### config.mk
export PLATFORM = sky130hd
export DESIGN_NAME = utf16_to_utf8_transcoder
export DESIGN_NICKNAME = d
export VERILOG_FILES = /design/src/hw/rtl/u2u_pkg.sv /design/src/hw/rtl/u2u_conv.sv /design/src/hw/rtl/utf16_to_utf8_transcoder.sv
export VERILOG_INCLUDE_DIRS = /design/src /design/src/hw/rtl
export SDC_FILE = /design/constraint.sdc
export NUM_CORES = 1
export LEC_CHECK = 0
export BUFFER_PORTS_ARGS = -buffer_cell sky130_fd_sc_hd__buf_4
export CORE_MARGIN = 4
export CORE_UTILIZATION = 48
export CTS_CLUSTER_DIAMETER = 50
export CTS_CLUSTER_SIZE = 24
export DETAILED_ROUTE_END_ITERATION = 8
export HOLD_SLACK_MARGIN = 0.06
export PLACE_DENSITY = 0.7
export SLEW_MARGIN = 20
export SYNTH_ARGS = -nofsm -noshare
export SYNTH_HDL_FRONTEND = slang
export SYNTH_SLANG_ARGS = --single-unit
### constraint.sdc
create_clock -name clk_i -period 9.3 [get_ports clk_i]
set_clock_uncertainty 0.2 [all_clocks]
set_input_delay 0.93 -clock clk_i [delete_from_list [all_inputs] [get_ports clk_i]]
set_output_delay 0.93 -clock clk_i [all_outputs]
set_load 0.05 [all_outputs]
### src/hw/rtl/utf16_to_utf8_transcoder_assert.svh
// Assertion macros for the UTF-16 to UTF-8 transcoder.
// Each macro expects clk_i and rst_ni in scope.
`ifndef UTF16_TO_UTF8_TRANSCODER_ASSERT_SVH
`define UTF16_TO_UTF8_TRANSCODER_ASSERT_SVH

`ifndef SYNTHESIS

// same-cycle implication
`define U2U_ASSERT_IMP(lbl, ante, cons, msg) \
  lbl: assert property (@(posedge clk_i) disable iff (!rst_ni) (ante) |-> (cons)) \
    else $error(msg);

// next-cycle implication
`define U2U_ASSERT_NXT(lbl, ante, cons, msg) \
  lbl: assert property (@(posedge clk_i) disable iff (!rst_ni) (ante) |=> (cons)) \
    else $error(msg);

`else

`define U2U_ASSERT_IMP(lbl, ante, cons, msg)
`define U2U_ASSERT_NXT(lbl, ante, cons, msg)

`endif

`endif

### src/hw/rtl/u2u_pkg.sv
package u2u_pkg;

  // Width of the running unit position; the reported position is its low 32 bits.
  localparam int unsigned PositionBits = 32;
  localparam int unsigned ErrPosBits   = 32;
  localparam int unsigned MaxBytes     = 4;
  localparam int unsigned CntBits      = 3;

  // Classification masks and surrogate bases
  localparam logic [15:0] AsciiMask   = 16'hFF80;
  localparam logic [15:0] TwoByteMask = 16'hF800;
  localparam logic [15:0] SurrHiBase  = 16'hD800;
  localparam logic [15:0] SurrLoBase  = 16'hDC00;
  localparam logic [15:0] SurrSpan    = 16'h03FF;
  localparam logic [20:0] SuppBase    = 21'h10000;

  // UTF-8 lead and continuation markers
  localparam logic [7:0] Lead2 = 8'b1100_0000;
  localparam logic [7:0] Cont  = 8'b1000_0000;
  localparam logic [7:0] Lead3 = 8'b1110_0000;
  localparam logic [7:0] Lead4 = 8'b1111_0000;

  // Register index of the byte-swap control
  localparam logic RegSwapBytes = 1'b0;

  typedef struct packed {
    logic [15:0] code_unit;
    logic        final_unit;
  } in_word_t;

  typedef struct packed {
    logic [7:0]            out_byte;
    logic                  last_of_run;
    logic                  error;
    logic [ErrPosBits-1:0] error_position;
  } out_word_t;

  // Stream state carried between units
  typedef struct packed {
    logic [9:0]              pend_bits;
    logic                    pend_valid;
    logic                    halted;
    logic [PositionBits-1:0] count;
  } state_t;

  // Results of converting one unit
  typedef struct packed {
    logic [CntBits-1:0]            nres;
    logic [MaxBytes-1:0][7:0]      bytes;
    logic                          err;
    logic [ErrPosBits-1:0]         err_pos;
  } conv_t;

endpackage

### src/hw/rtl/u2u_conv.sv
// Converts one code unit against the current stream state.
module u2u_conv (
  input  u2u_pkg::in_word_t word_i,
  input  logic              swap_i,
  input  u2u_pkg::state_t   state_i,
  output u2u_pkg::state_t   state_o,
  output u2u_pkg::conv_t    conv_o
);
  import u2u_pkg::*;

  logic [15:0]                        w;
  logic [15:0]                        lo;
  logic [15:0]                        hi;
  logic [20:0]                        v;
  logic [PositionBits-1:0]            pos_prev;
  logic [PositionBits-1:0]            cnt_next;
  logic [PositionBits+ErrPosBits-1:0] pos_ext;
  logic [PositionBits+ErrPosBits-1:0] prev_ext;

  always_comb begin
    w        = swap_i ? {word_i.code_unit[7:0], word_i.code_unit[15:8]} : word_i.code_unit;
    lo       = w - SurrLoBase;
    hi       = w - SurrHiBase;
    v        = {1'b0, state_i.pend_bits, 10'b0} + {11'b0, lo[9:0]} + SuppBase;
    pos_prev = state_i.count - PositionBits'(1);
    cnt_next = word_i.final_unit ? '0 : state_i.count + PositionBits'(1);
    pos_ext  = {{ErrPosBits{1'b0}}, state_i.count};
    prev_ext = {{ErrPosBits{1'b0}}, pos_prev};

    state_o = state_i;
    conv_o  = '0;

    if (!state_i.halted) begin
      if (state_i.pend_valid) begin
        if (lo > SurrSpan) begin
          // held high surrogate not followed by a low one
          conv_o.nres       = CntBits'(1);
          conv_o.err        = 1'b1;
          conv_o.err_pos    = prev_ext[ErrPosBits-1:0];
          state_o.halted    = 1'b1;
          state_o.pend_valid = 1'b0;
          state_o.pend_bits = '0;
        end else begin
          conv_o.nres     = CntBits'(4);
          conv_o.bytes[0] = Lead4 | {5'b0, v[20:18]};
          conv_o.bytes[1] = Cont | {2'b0, v[17:12]};
          conv_o.bytes[2] = Cont | {2'b0, v[11:6]};
          conv_o.bytes[3] = Cont | {2'b0, v[5:0]};
          state_o.pend_valid = 1'b0;
          state_o.pend_bits  = '0;
          state_o.count      = cnt_next;
        end
      end else if ((w & AsciiMask) == 16'h0000) begin
        conv_o.nres     = CntBits'(1);
        conv_o.bytes[0] = w[7:0];
        state_o.count   = cnt_next;
      end else if ((w & TwoByteMask) == 16'h0000) begin
        conv_o.nres     = CntBits'(2);
        conv_o.bytes[0] = Lead2 | {3'b0, w[10:6]};
        conv_o.bytes[1] = Cont | {2'b0, w[5:0]};
        state_o.count   = cnt_next;
      end else if ((w & TwoByteMask) != SurrHiBase) begin
        conv_o.nres     = CntBits'(3);
        conv_o.bytes[0] = Lead3 | {4'b0, w[15:12]};
        conv_o.bytes[1] = Cont | {2'b0, w[11:6]};
        conv_o.bytes[2] = Cont | {2'b0, w[5:0]};
        state_o.count   = cnt_next;
      end else if ((hi > SurrSpan) || word_i.final_unit) begin
        // lone low surrogate, or high surrogate closing the stream
        conv_o.nres        = CntBits'(1);
        conv_o.err         = 1'b1;
        conv_o.err_pos     = pos_ext[ErrPosBits-1:0];
        state_o.halted     = 1'b1;
        state_o.pend_valid = 1'b0;
        state_o.pend_bits  = '0;
      end else begin
        // hold the high surrogate
        state_o.pend_bits  = hi[9:0];
        state_o.pend_valid = 1'b1;
        state_o.count      = cnt_next;
      end
    end
  end

endmodule

### src/hw/rtl/utf16_to_utf8_transcoder.sv
// UTF-16 to UTF-8 transcoder. Each input word is one 16-bit code unit (byte-swapped
// first when the byte-swap bit of register 0 is set); each output word is one UTF-8
// byte, with last_of_run on the final byte of a unit. A unit gives 1 to 3 bytes, a high
// surrogate is held and the following low surrogate gives 4 bytes. An invalid surrogate
// gives one error word carrying the unit position, after which all input is consumed
// silently until reset.
// Timing: an input word is registered, converted in one pass and loaded into a 4-byte
// output shift register that drains one byte per cycle while the sink is ready. A unit
// holds the output until all of its bytes (1 to 4) are taken; units that give no byte
// (held high surrogate, halted) are consumed without waiting for the output. The first
// byte appears once the unit has passed the input register and been loaded for output.
`include "utf16_to_utf8_transcoder_assert.svh"

module utf16_to_utf8_transcoder (
  input  logic                clk_i,
  input  logic                rst_ni,
  input  logic                in_valid_i,
  output logic                in_ready_o,
  input  u2u_pkg::in_word_t   in_word_i,
  output logic                out_valid_o,
  input  logic                out_ready_i,
  output u2u_pkg::out_word_t  out_word_o,
  input  logic                psel,
  input  logic                penable,
  input  logic                pwrite,
  input  logic [2:0]          paddr,
  input  logic [31:0]         pwdata,
  output logic [31:0]         prdata,
  output logic                pready
);
  import u2u_pkg::*;

  logic                      swap_q;
  logic                      in_valid_q;
  in_word_t                  in_word_q;
  state_t                    state_q;
  state_t                    state_d;
  conv_t                     conv;
  logic [CntBits-1:0]        cnt_q;
  logic [MaxBytes-1:0][7:0]  bytes_q;
  logic                      err_q;
  logic [ErrPosBits-1:0]     err_pos_q;
  logic                      take;
  logic                      buf_free;
  logic                      advance;
  logic                      load;
  logic                      cfg_wr;

  // Config port
  assign pready = 1'b1;
  assign cfg_wr = psel && penable && pwrite;
  assign prdata = (paddr[2] == RegSwapBytes) ? {31'b0, swap_q} : '0;

  always_ff @(posedge clk_i or negedge rst_ni) begin
    if (!rst_ni) begin
      swap_q <= 1'b0;
    end else if (cfg_wr && (paddr[2] == RegSwapBytes)) begin
      swap_q <= pwdata[0];
    end
  end

  // Conversion of the registered unit
  u2u_conv u_conv (
    .word_i  (in_word_q),
    .swap_i  (swap_q),
    .state_i (state_q),
    .state_o (state_d),
    .conv_o  (conv)
  );

  // Handshake
  assign take      = out_valid_o && out_ready_i;
  assign buf_free  = (cnt_q == '0) || ((cnt_q == CntBits'(1)) && out_ready_i);
  assign advance   = in_valid_q && (buf_free || (conv.nres == '0));
  assign load      = advance && (conv.nres != '0);
  assign in_ready_o = !in_valid_q || advance;

  // Input register
  always_ff @(posedge clk_i or negedge rst_ni) begin
    if (!rst_ni) begin
      in_valid_q <= 1'b0;
    end else if (in_ready_o) begin
      in_valid_q <= in_valid_i;
    end
  end

  always_ff @(posedge clk_i) begin
    if (in_valid_i && in_ready_o) begin
      in_word_q <= in_word_i;
    end
  end

  // Stream state
  always_ff @(posedge clk_i or negedge rst_ni) begin
    if (!rst_ni) begin
      state_q <= '0;
    end else if (advance) begin
      state_q <= state_d;
    end
  end

  // Output byte count
  always_ff @(posedge clk_i or negedge rst_ni) begin
    if (!rst_ni) begin
      cnt_q <= '0;
    end else if (load) begin
      cnt_q <= conv.nres;
    end else if (take) begin
      cnt_q <= cnt_q - CntBits'(1);
    end
  end

  // Output shift register
  always_ff @(posedge clk_i) begin
    if (load) begin
      bytes_q   <= conv.bytes;
      err_q     <= conv.err;
      err_pos_q <= conv.err_pos;
    end else if (take) begin
      bytes_q <= {8'h00, bytes_q[MaxBytes-1:1]};
    end
  end

  assign out_valid_o               = (cnt_q != '0);
  assign out_word_o.out_byte       = bytes_q[0];
  assign out_word_o.last_of_run    = (cnt_q == CntBits'(1));
  assign out_word_o.error          = err_q;
  assign out_word_o.error_position = err_pos_q;

  // Checks
  `U2U_ASSERT_IMP(a_halt_no_load, state_q.halted, !load, "bytes loaded while halted")
  `U2U_ASSERT_IMP(a_cnt_range, 1'b1, cnt_q <= CntBits'(MaxBytes), "byte count overflow")
  `U2U_ASSERT_IMP(a_halt_no_pend, state_q.halted, !state_q.pend_valid, "surrogate held after halt")
  `U2U_ASSERT_NXT(a_err_halts, load && conv.err, state_q.halted, "error did not halt")

endmodule

==> summary.md, run 1 <==
| Metric | Value |
|---|---|
| Run status | complete, no violations |
| Area growth syn-to-layout | 13.4% |
| Sort of element at the end of the critical path | primary output |
| Instance area at placement | 0.00777 mm² |
| CP Data Arrival Time | 4.31 ns |
| Number of maximum-capacitance constraint violations | 0 |
| Placed Instances | 988 |
| Dominant synthesized flop cell | sky130_fd_sc_hd__edfxtp_1 |
| FF-to-FF setup slack | 3.87 ns |
| Pin count of the biggest net entering global routing | 50 |
| Startpoint of the most critical setup path | swap_q |
| Endpoint of the worst setup timing path | in_ready_o |
| Starting utilization of the core area | 49.7% |
| Hold Buf Count CTS | 0 |
| Worst-margin pin slew | 1.08 ns |
| Critical R2R Capture | state_q[3] |
| CTS max path bufs | 2 |
| Clk slew on worst S/H paths | 0.05 ns |
| Diode insertion count for antenna repair | 0 |
| Flops & latches, synth | 128 |
| Normalized max-slew margin | 28.2% |
| Portion of the clock cycle consumed by the worst path in the final layout | 58.5% |
| Via density per instance | 5.93 |
| Grt met2 use | 30.7% |
| Final HPWL from detailed placement | 12000 µm |
| PD cells | 185 mW/mm² |
| CTS tree | yes |
| Sequential fraction of the synthesis area | 49.1% |
| Met3 usage | 5.01% |
| Remaining DRCs | 0 |
| Worst Hold Class | flip-flop to flip-flop |
| Sink Count | 128 |
| Die width | 132 µm |
| Worst path slowest cell | sky130_fd_sc_hd__dfrtp_1 |
| Final nets | 890 |
| Buffers inserted during post-CTS setup optimization | 0 |
| Static power due to leakage | 3.38 nW |
| Unrepaired setup endpoints after global routing | no |
| Number of global-route vias before repair | 5671 |
| # IOs | 136 |
| Type of origin of the critical path | flip-flop |
| Period minus WS final | 5.44 ns |
| Setup Viol. Count Final | 0 |
| Final setup TNS | 0 ns |
| Crit Reg-Reg Startpoint | swap_q |
| Peak ir drop on the vdd network | 0.124 mV |
| Required arrival time at the worst endpoint | 8.17 ns |
| Routed wire length per instance | 17.3 µm |
| Pins Over Slew Limit | 0 |
| Worst-path maximum fanout | 28 |
| Longest individual stage delay on the worst path | 1.04 ns |
| Floorplan die height | 132 µm |
| Worst R2R Path Depth | 10 |
| Synth Instances | 784 |
| CTS Root Cell | sky130_fd_sc_hd__clkbuf_16 |
| Max frequency | 184 MHz |
| Post-synthesis async set-or-reset flop share | 38.3% |
| Post-route design area | 0.00831 mm² |
| Area of the placeable core | 0.0148 mm² |
| Type of the worst setup path | flip-flop to primary output |
| Post-synthesis area per instance | 9.35 µm² |
| Critical path cell sequence | mux2i_1, inv_1, ha_1, xor2_1, a32oi_1, or4_1, nor3_1, nor3_1, inv_1, buf_4 |
| Antenna violations before repair | 0 |
| Number of resized instances in the post-cts repair step | 0 |
| First-iteration detailed-routing DRC count | 776 |
| Clk_lat worst skew | 0.42 ns |
| Remaining antenna violation count after routing | 0 |
| Wire length of the first global-routing pass | 28900 µm |
| Number of enable-type register cells in the synthesized netlist | 79 |
| Number of standard cells in the layout, taps in and fillers out | 1020 |
| Total count of hold-check failures in the final report | 0 |
| Number of buffers inserted by port buffering | 70 |
| Sum of routed wire length over all layers | 17700 µm |
| Routability-driven placement congestion ratio | 0.920 |
| Distinct cells, synth | 64 |
| Global route total overflow | 0 |
| Met1 Usage GRT | 29.2% |
| Number of synthesis warnings | 0 |
| Most frequent cells in the layout | sky130_fd_sc_hd__nand2_1, sky130_fd_sc_hd__buf_4, sky130_fd_sc_hd__o21ai_0, sky130_fd_sc_hd__edfxtp_1, sky130_fd_sc_hd__nor2_1 |
| Fraction of layout instances using a drive strength above 1 | 13.8% |
| Commonest non-fill, non-tap cell in the layout | sky130_fd_sc_hd__nand2_1 |
| Die footprint | 0.0173 mm² |
| Most used routing layer in global routing | met2 |
| Cts bufs inserted | 17 |
| Core Rows | 44 |
| Overall routing resource usage | 20.5% |
| First-pass DRT Iterations | 6 |
| H-tree depth | 4 |
| Cell area after synthesis | 0.00733 mm² |
| Via count | 6046 |
[cell families after synthesis]
group / synth area share (%)
fa+ha+maj: 1.37
flops: 49.1
other cells: 0.102
buf+inv: 7.83
xor+xnor: 1.08
simple gates: 19.6
compound gates: 18.3
mux: 2.65
[worst min-delay path by stage]
stage / cells after the start / endpoint / start
after floorplan: 2 / state_q[34] / state_q[34]
after global placement: 2 / state_q[38] / state_q[38]
after detailed placement: 2 / state_q[35] / state_q[35]
after CTS: 2 / state_q[35] / state_q[35]
after global routing: 2 / state_q[38] / state_q[38]
final: 2 / state_q[35] / state_q[35]
[cells in the mapped netlist, types with 5 or more instances]
cell type,n,area (µm²)
sky130_fd_sc_hd__a21oi_1,64,320
sky130_fd_sc_hd__a311oi_1,6,52.6
sky130_fd_sc_hd__a31oi_1,9,56.3
sky130_fd_sc_hd__and2_1,7,43.8
sky130_fd_sc_hd__and3_1,10,62.6
sky130_fd_sc_hd__buf_4,41,308
sky130_fd_sc_hd__clkbuf_1,40,150
sky130_fd_sc_hd__dfrtp_1,49,1230
sky130_fd_sc_hd__edfxtp_1,79,2370
sky130_fd_sc_hd__ha_1,8,100
sky130_fd_sc_hd__inv_1,17,63.8
sky130_fd_sc_hd__mux2i_1,16,160
sky130_fd_sc_hd__nand2_1,81,304
sky130_fd_sc_hd__nand2b_1,6,37.5
sky130_fd_sc_hd__nand3_1,20,100
sky130_fd_sc_hd__nand3b_1,7,52.6
sky130_fd_sc_hd__nand4_1,7,43.8
sky130_fd_sc_hd__nor2_1,73,274
sky130_fd_sc_hd__nor2b_1,7,43.8
sky130_fd_sc_hd__nor3_1,17,85.1
sky130_fd_sc_hd__nor4_1,12,75.1
sky130_fd_sc_hd__o21ai_0,80,400
sky130_fd_sc_hd__o22a_1,5,43.8
sky130_fd_sc_hd__o22ai_1,8,50.1
sky130_fd_sc_hd__o31ai_1,18,135
sky130_fd_sc_hd__or3_1,14,87.6
sky130_fd_sc_hd__or4_1,9,67.6
sky130_fd_sc_hd__xnor2_1,5,43.8
[cell type report]
class                           instances  area, µm²
Clock inverter                          9       91.3
Inverter                               17       63.8
Fill cell                            1309       6440
Tap cell                              184        230
Sequential cell                       128       3600
Timing Repair Buffer                   80        601
Clock buffer                           23        448
Multi-Input combinational cell        579       3280
[sequential cells by signal, indices dropped and copies added, names as in the netlist]
name / count
in_word_q: 17
out_word_o: 8
swap_q: 1
cnt_q: 3
bytes_q: 21
err_pos_q: 32
err_q: 1
state_q: 44
in_valid_q: 1
[critical path: cells and delay by family (launching register included)]
family / cells / cell delay (ns)
flip-flops: 1 / 1.04
AND/OR/NAND/NOR: 3 / 0.86
AO/OA/AOI/OAI: 1 / 0.57
multiplexers: 1 / 0.47
buffers and inverters: 3 / 0.44
adder cells (fa/ha/maj): 1 / 0.32
XOR/XNOR: 1 / 0.17
[power by group]
| part | leakage, nW | switching, mW | internal (mW) | total (mW) |
|---|---|---|---|---|
| Clock | 0.265 | 0.230 | 0.389 | 0.619 |
| Combinational | 1.62 | 0.167 | 0.0777 | 0.245 |
| Sequential | 1.49 | 0.0263 | 0.649 | 0.676 |
| Total | 3.38 | 0.423 | 1.12 | 1.54 |
[routing by layer]
metal,share of wire (%),vias up
met5,0,-
met4,1.2,0
met3,9.0,22
met2,46,290
met1,44,2838
li1,-,2896
[metrics by stage]
stage	util (%)	setup WS, ns	total power, mW	hold WS (ns)
2_1_floorplan	-	5.01	0.879	0.249
3_3_place_gp	52.6	4.00	0.922	0.263
3_5_place_dp	52.6	3.98	0.929	0.270
4_1_cts	56.3	3.92	1.55	0.282
5_1_grt	56.3	3.45	1.60	0.319
6_report	56.3	3.86	1.54	0.284
No activity file was read; power rests on OpenSTA's default activity.
==> run 2, diff against run 1 <==
--- a/config.mk
+++ b/config.mk
@@ -6,6 +6,7 @@
 export SDC_FILE = /design/constraint.sdc
 export NUM_CORES = 1
 export LEC_CHECK = 0
+export ABC_AREA = 1
 export BUFFER_PORTS_ARGS = -buffer_cell sky130_fd_sc_hd__buf_4
 export CORE_MARGIN = 4
 export CORE_UTILIZATION = 48
==> constraint.sdc (replaced) <==
create_clock -name clk_i -period 5.2 [get_ports clk_i]
set_clock_uncertainty 0.2 [all_clocks]
set_input_delay 0.52 -clock clk_i [delete_from_list [all_inputs] [get_ports clk_i]]
set_output_delay 0.52 -clock clk_i [all_outputs]
set_load 0.05 [all_outputs]
==> summary.md, run 2 <==
| Metric | Value |
|---|---|
| Capture endpoint of the worst hold path | in_word_q[7] |
| Number of global-route vias before repair | 6526 (+15%) |
| Worst-path maximum fanout | 24 (-14%) |
| Post-synthesis area per instance | 7.68 µm² (-18%) |
| Total count of hold-check failures in the final report | 0 (unchanged) |
| # IOs | 136 (unchanged) |
| Pin count of the biggest net entering global routing | 50 (unchanged) |
| First-iteration detailed-routing DRC count | 757 (-2.4%) |
| Number of maximum-capacitance constraint violations | 0 (unchanged) |
| Worst Hold Class | input pin to flip-flop |
| Type of origin of the critical path | flip-flop |
| Fraction of layout instances using a drive strength above 1 | 13.7% (-0.083 points) |
| Pins Over Slew Limit | 0 (unchanged) |
| Remaining DRCs | 0 (unchanged) |
| Sequential cell fraction of total power | 42.6% (-1.3 points) |
| Final nets | 1173 (+32%) |
| H-tree depth | 4 (unchanged) |
| Number of resized instances in the post-cts repair step | 0 (unchanged) |
| Unrepaired setup endpoints after global routing | no |
| Hold Buf Count CTS | 1 (+1) |
| Instance area at placement | 0.00867 mm² (+12%) |
| Core Rows | 47 (+6.8%) |
| Portion of the clock cycle consumed by the worst path in the final layout | 80.0% |
| Flops & latches, synth | 128 (unchanged) |
| Via density per instance | 5.44 (-8.2%) |
| Remaining antenna violation count after routing | 0 (unchanged) |
| Part of the total power dissipated in the clock network | 40.0% (-0.2 points) |
| Wire length of the first global-routing pass | 35200 µm (+22%) |
| Multi-input gate area | 0.00385 mm² (+17%) |
| Diode insertion count for antenna repair | 0 (unchanged) |
| Sequential fraction of the synthesis area | 43.5% (-5.6 points) |
| Global route total overflow | 0 (unchanged) |
| PD cells | 306 mW/mm² (+65%) |
| Internal power | 1.96 mW (+75%) |
| Commonest cells in the netlist | sky130_fd_sc_hd__nand2_1, sky130_fd_sc_hd__nor2_1, sky130_fd_sc_hd__edfxtp_1, sky130_fd_sc_hd__inv_1, sky130_fd_sc_hd__nand3_1 |
| Share of total power consumed by net switching | 30.7% (+3.2 points) |
| Via count | 7289 (+21%) |
| Sink Count | 128 (unchanged) |
| Routed wire length per instance | 16.3 µm (-6.3%) |
| Cell area after synthesis | 0.00827 mm² (+13%) |
| Most flop-heavy register | state_q |
| Normalized max-slew margin | 33.6% (+5.4 points) |
| Fill cells | 1618 (+24%) |
| Worst R2R Path Depth | 16 (+6) |
| Number of synthesis warnings | 0 (unchanged) |
| Logic pwr share | 17.4% (+1.5 points) |
| Antenna violations before repair | 0 (unchanged) |
| Clk_lat worst skew | 0.43 ns (about the same) |
| Combined flip-flop and latch cell area | 0.00360 mm² (unchanged) |
| Worst-margin pin slew | 0.986 ns (-0.0914 ns) |
| Sum of routed wire length over all layers | 21800 µm (+23%) |
| CTS tree | yes |
| Clk slew on worst S/H paths | 0.06 ns (about the same) |
| Run status | complete, no violations |
| Max frequency | 240 MHz |
| CTS Root Cell | sky130_fd_sc_hd__clkbuf_16 |
| Post-route design area | 0.00924 mm² (+11%) |
| Buffers inserted during post-CTS setup optimization | 0 (unchanged) |
| Sort of element at the end of the critical path | primary output |
| Synth Instances | 1077 (+37%) |
| First-pass DRT Iterations | 5 (-1) |
| Type of the worst setup path | flip-flop to primary output |
| Most area-consuming cells after synthesis | sky130_fd_sc_hd__edfxtp_1, sky130_fd_sc_hd__dfrtp_1, sky130_fd_sc_hd__nand2_1 |
| Area of the placeable core | 0.0168 mm² (+14%) |
| Launch point of the worst hold path | in_word_i[7] |
| Starting utilization of the core area | 49.4% (-0.32 points) |
| Cell type with the largest total area after synthesis | sky130_fd_sc_hd__edfxtp_1 |
| Number of buffers inserted by port buffering | 70 (unchanged) |
| Max FFs per register | 44 (unchanged) |
| Static power due to leakage | 4.31 nW (+28%) |
| Peak ir drop on the vdd network | 0.229 mV (+85%) |
| Pre-CTS setup slack | 1.29 ns (-2.69 ns) |
| Number of enable-type register cells in the synthesized netlist | 79 (unchanged) |
| Distinct cells, synth | 49 (-23%) |
| Post-route core utilization | 55.1% (-1.2 points) |
| Dominant synthesized flop cell | sky130_fd_sc_hd__edfxtp_1 |
| Switching component of the power | 0.869 mW (+110%) |
| Required arrival time at the worst endpoint | 4.48 ns (-3.69 ns) |
| Most used standard cell by instance count after synthesis | sky130_fd_sc_hd__nand2_1 |
| Die footprint | 0.0194 mm² (+12%) |
| CP Data Arrival Time | 3.44 ns (-0.87 ns) |
| Post-synthesis async set-or-reset flop share | 38.3% (unchanged) |
| Largest registers in the final layout | state_q (44), err_pos_q (32), bytes_q (21) |
| Routability-driven placement congestion ratio | 0.942 (+2.3%) |
| Final HPWL from detailed placement | 15500 µm (+29%) |
| Hold-critical path depth | 1 (-1) |
| Share of the synthesized area in the top cell type | 28.7% (-3.7 points) |
| Commonest non-fill, non-tap cell in the layout | sky130_fd_sc_hd__nand2_1 |
| Floorplan die height | 139 µm (+5.9%) |
| Period minus WS final | 4.16 ns |
| Most frequent cells in the layout | sky130_fd_sc_hd__nand2_1, sky130_fd_sc_hd__nor2_1, sky130_fd_sc_hd__buf_4, sky130_fd_sc_hd__edfxtp_1, sky130_fd_sc_hd__inv_1 |
| Cts bufs inserted | 17 (unchanged) |
| FF-to-FF setup slack | 1.25 ns (-2.62 ns) |
| Area growth syn-to-layout | 11.7% |
| Post-route setup slack | 1.04 ns (-2.82 ns) |
| Critical R2R Capture | out_word_o[37] |
| CTS max path bufs | 2 (unchanged) |
| Die width | 139 µm (+5.9%) |
| Setup Viol. Count Final | 0 (unchanged) |
| Crit Reg-Reg Startpoint | swap_q |
| Overall routing resource usage | 22.6% (+2.1 points) |
| Final setup TNS | 0 ns (unchanged) |
## run 2: changes by cell type in the layout (fill, tap and decap cells not counted), sizes merged, moves of 18 or more
| cell | delta |
|---|---|
| inv | +69 |
| nand2 | +208 |
| nand3 | +41 |
| nand4 | +45 |
| nor2 | +63 |
| o21ai | -23 |
| o31ai | -18 |
| xor2 | +28 |
## run 2: area by class of cell
type / count / share of cell area, %
multi-input combinational: 790 / 41.7
sequential: 128 / 38.9
timing repair buffer: 84 / 6.85
clock buffer: 17 / 4.60
inverter: 85 / 3.45
tap: 220 / 2.98
clock inverter: 15 / 1.49
## run 2: power groups by stage
stage / logic (mW) / registers [mW] / clock network [mW]
3_5_place_dp: 0.488 / 1.22 / 0
3_3_place_gp: 0.479 / 1.22 / 0
5_1_grt: 0.547 / 1.21 / 1.19
6_report: 0.492 / 1.20 / 1.13
4_1_cts: 0.491 / 1.20 / 1.14
2_1_floorplan: 0.410 / 1.21 / 0
## run 2: worst max-delay path, cell delays in order (launching register included)
cell and delay [ns]:
sky130_fd_sc_hd__dfrtp_1 0.79, sky130_fd_sc_hd__inv_2 0.28, sky130_fd_sc_hd__nand2_1 0.12, sky130_fd_sc_hd__nand2_1 0.09
sky130_fd_sc_hd__ha_1 0.27, sky130_fd_sc_hd__inv_1 0.10, sky130_fd_sc_hd__nand2_1 0.06, sky130_fd_sc_hd__nand2_1 0.08
sky130_fd_sc_hd__nand3_2 0.20, sky130_fd_sc_hd__nor2_2 0.13, sky130_fd_sc_hd__buf_4 0.20, sky130_fd_sc_hd__nor2_1 0.07
sky130_fd_sc_hd__nand2_1 0.13, sky130_fd_sc_hd__nand2_4 0.09, sky130_fd_sc_hd__nand3_1 0.17, sky130_fd_sc_hd__buf_4 0.24
## run 2: metrics by stage
stage          hold WS [ns]  total power [mW]  std cells
4_1_cts              0.0620              2.84       1339
5_1_grt              0.0623              2.95       1339
2_1_floorplan        0.0244              1.62       1107
3_5_place_dp          0.264              1.71       1306
3_3_place_gp          0.258              1.70       1306
6_report             0.0689              2.83       1339
## run 2: kinds of logic after synthesis
kind of cell / count (synthesis) / synth area share, %
multiplexers: 1 / 0.121
AND/OR/NAND/NOR: 587 / 31.5
flip-flops: 128 / 43.5
adder cells (fa/ha/maj): 8 / 1.21
XOR/XNOR: 36 / 3.81
AO/OA/AOI/OAI: 126 / 8.39
buffers and inverters: 189 / 11.3
other: 2 / 0.0908
## run 2: layer usage
layer	track usage, %	routed length, µm	vias up	share of wire [%]
li1	-	-	3557	-
met1	35.1	10300	3377	47
met2	32.5	9260	323	43
met3	4.05	1840	32	8.5
met4	6.13	378	0	1.7
met5	0	0	-	0
## run 2: how the worst max path moves through the flow
| stage | start | end | slack, ns | cells after the start |
|---|---|---|---|---|
| final | swap_q | in_ready_o | 1.04 | 15 |
| after global routing | swap_q | in_ready_o | 0.73 | 15 |
| after CTS | swap_q | in_ready_o | 1.06 | 15 |
| after detailed placement | swap_q | out_word_o[37] | 1.29 | 16 |
| after global placement | swap_q | out_word_o[37] | 1.32 | 16 |
| after floorplan | cnt_q[1] | in_word_q[0] | 2.09 | 10 |
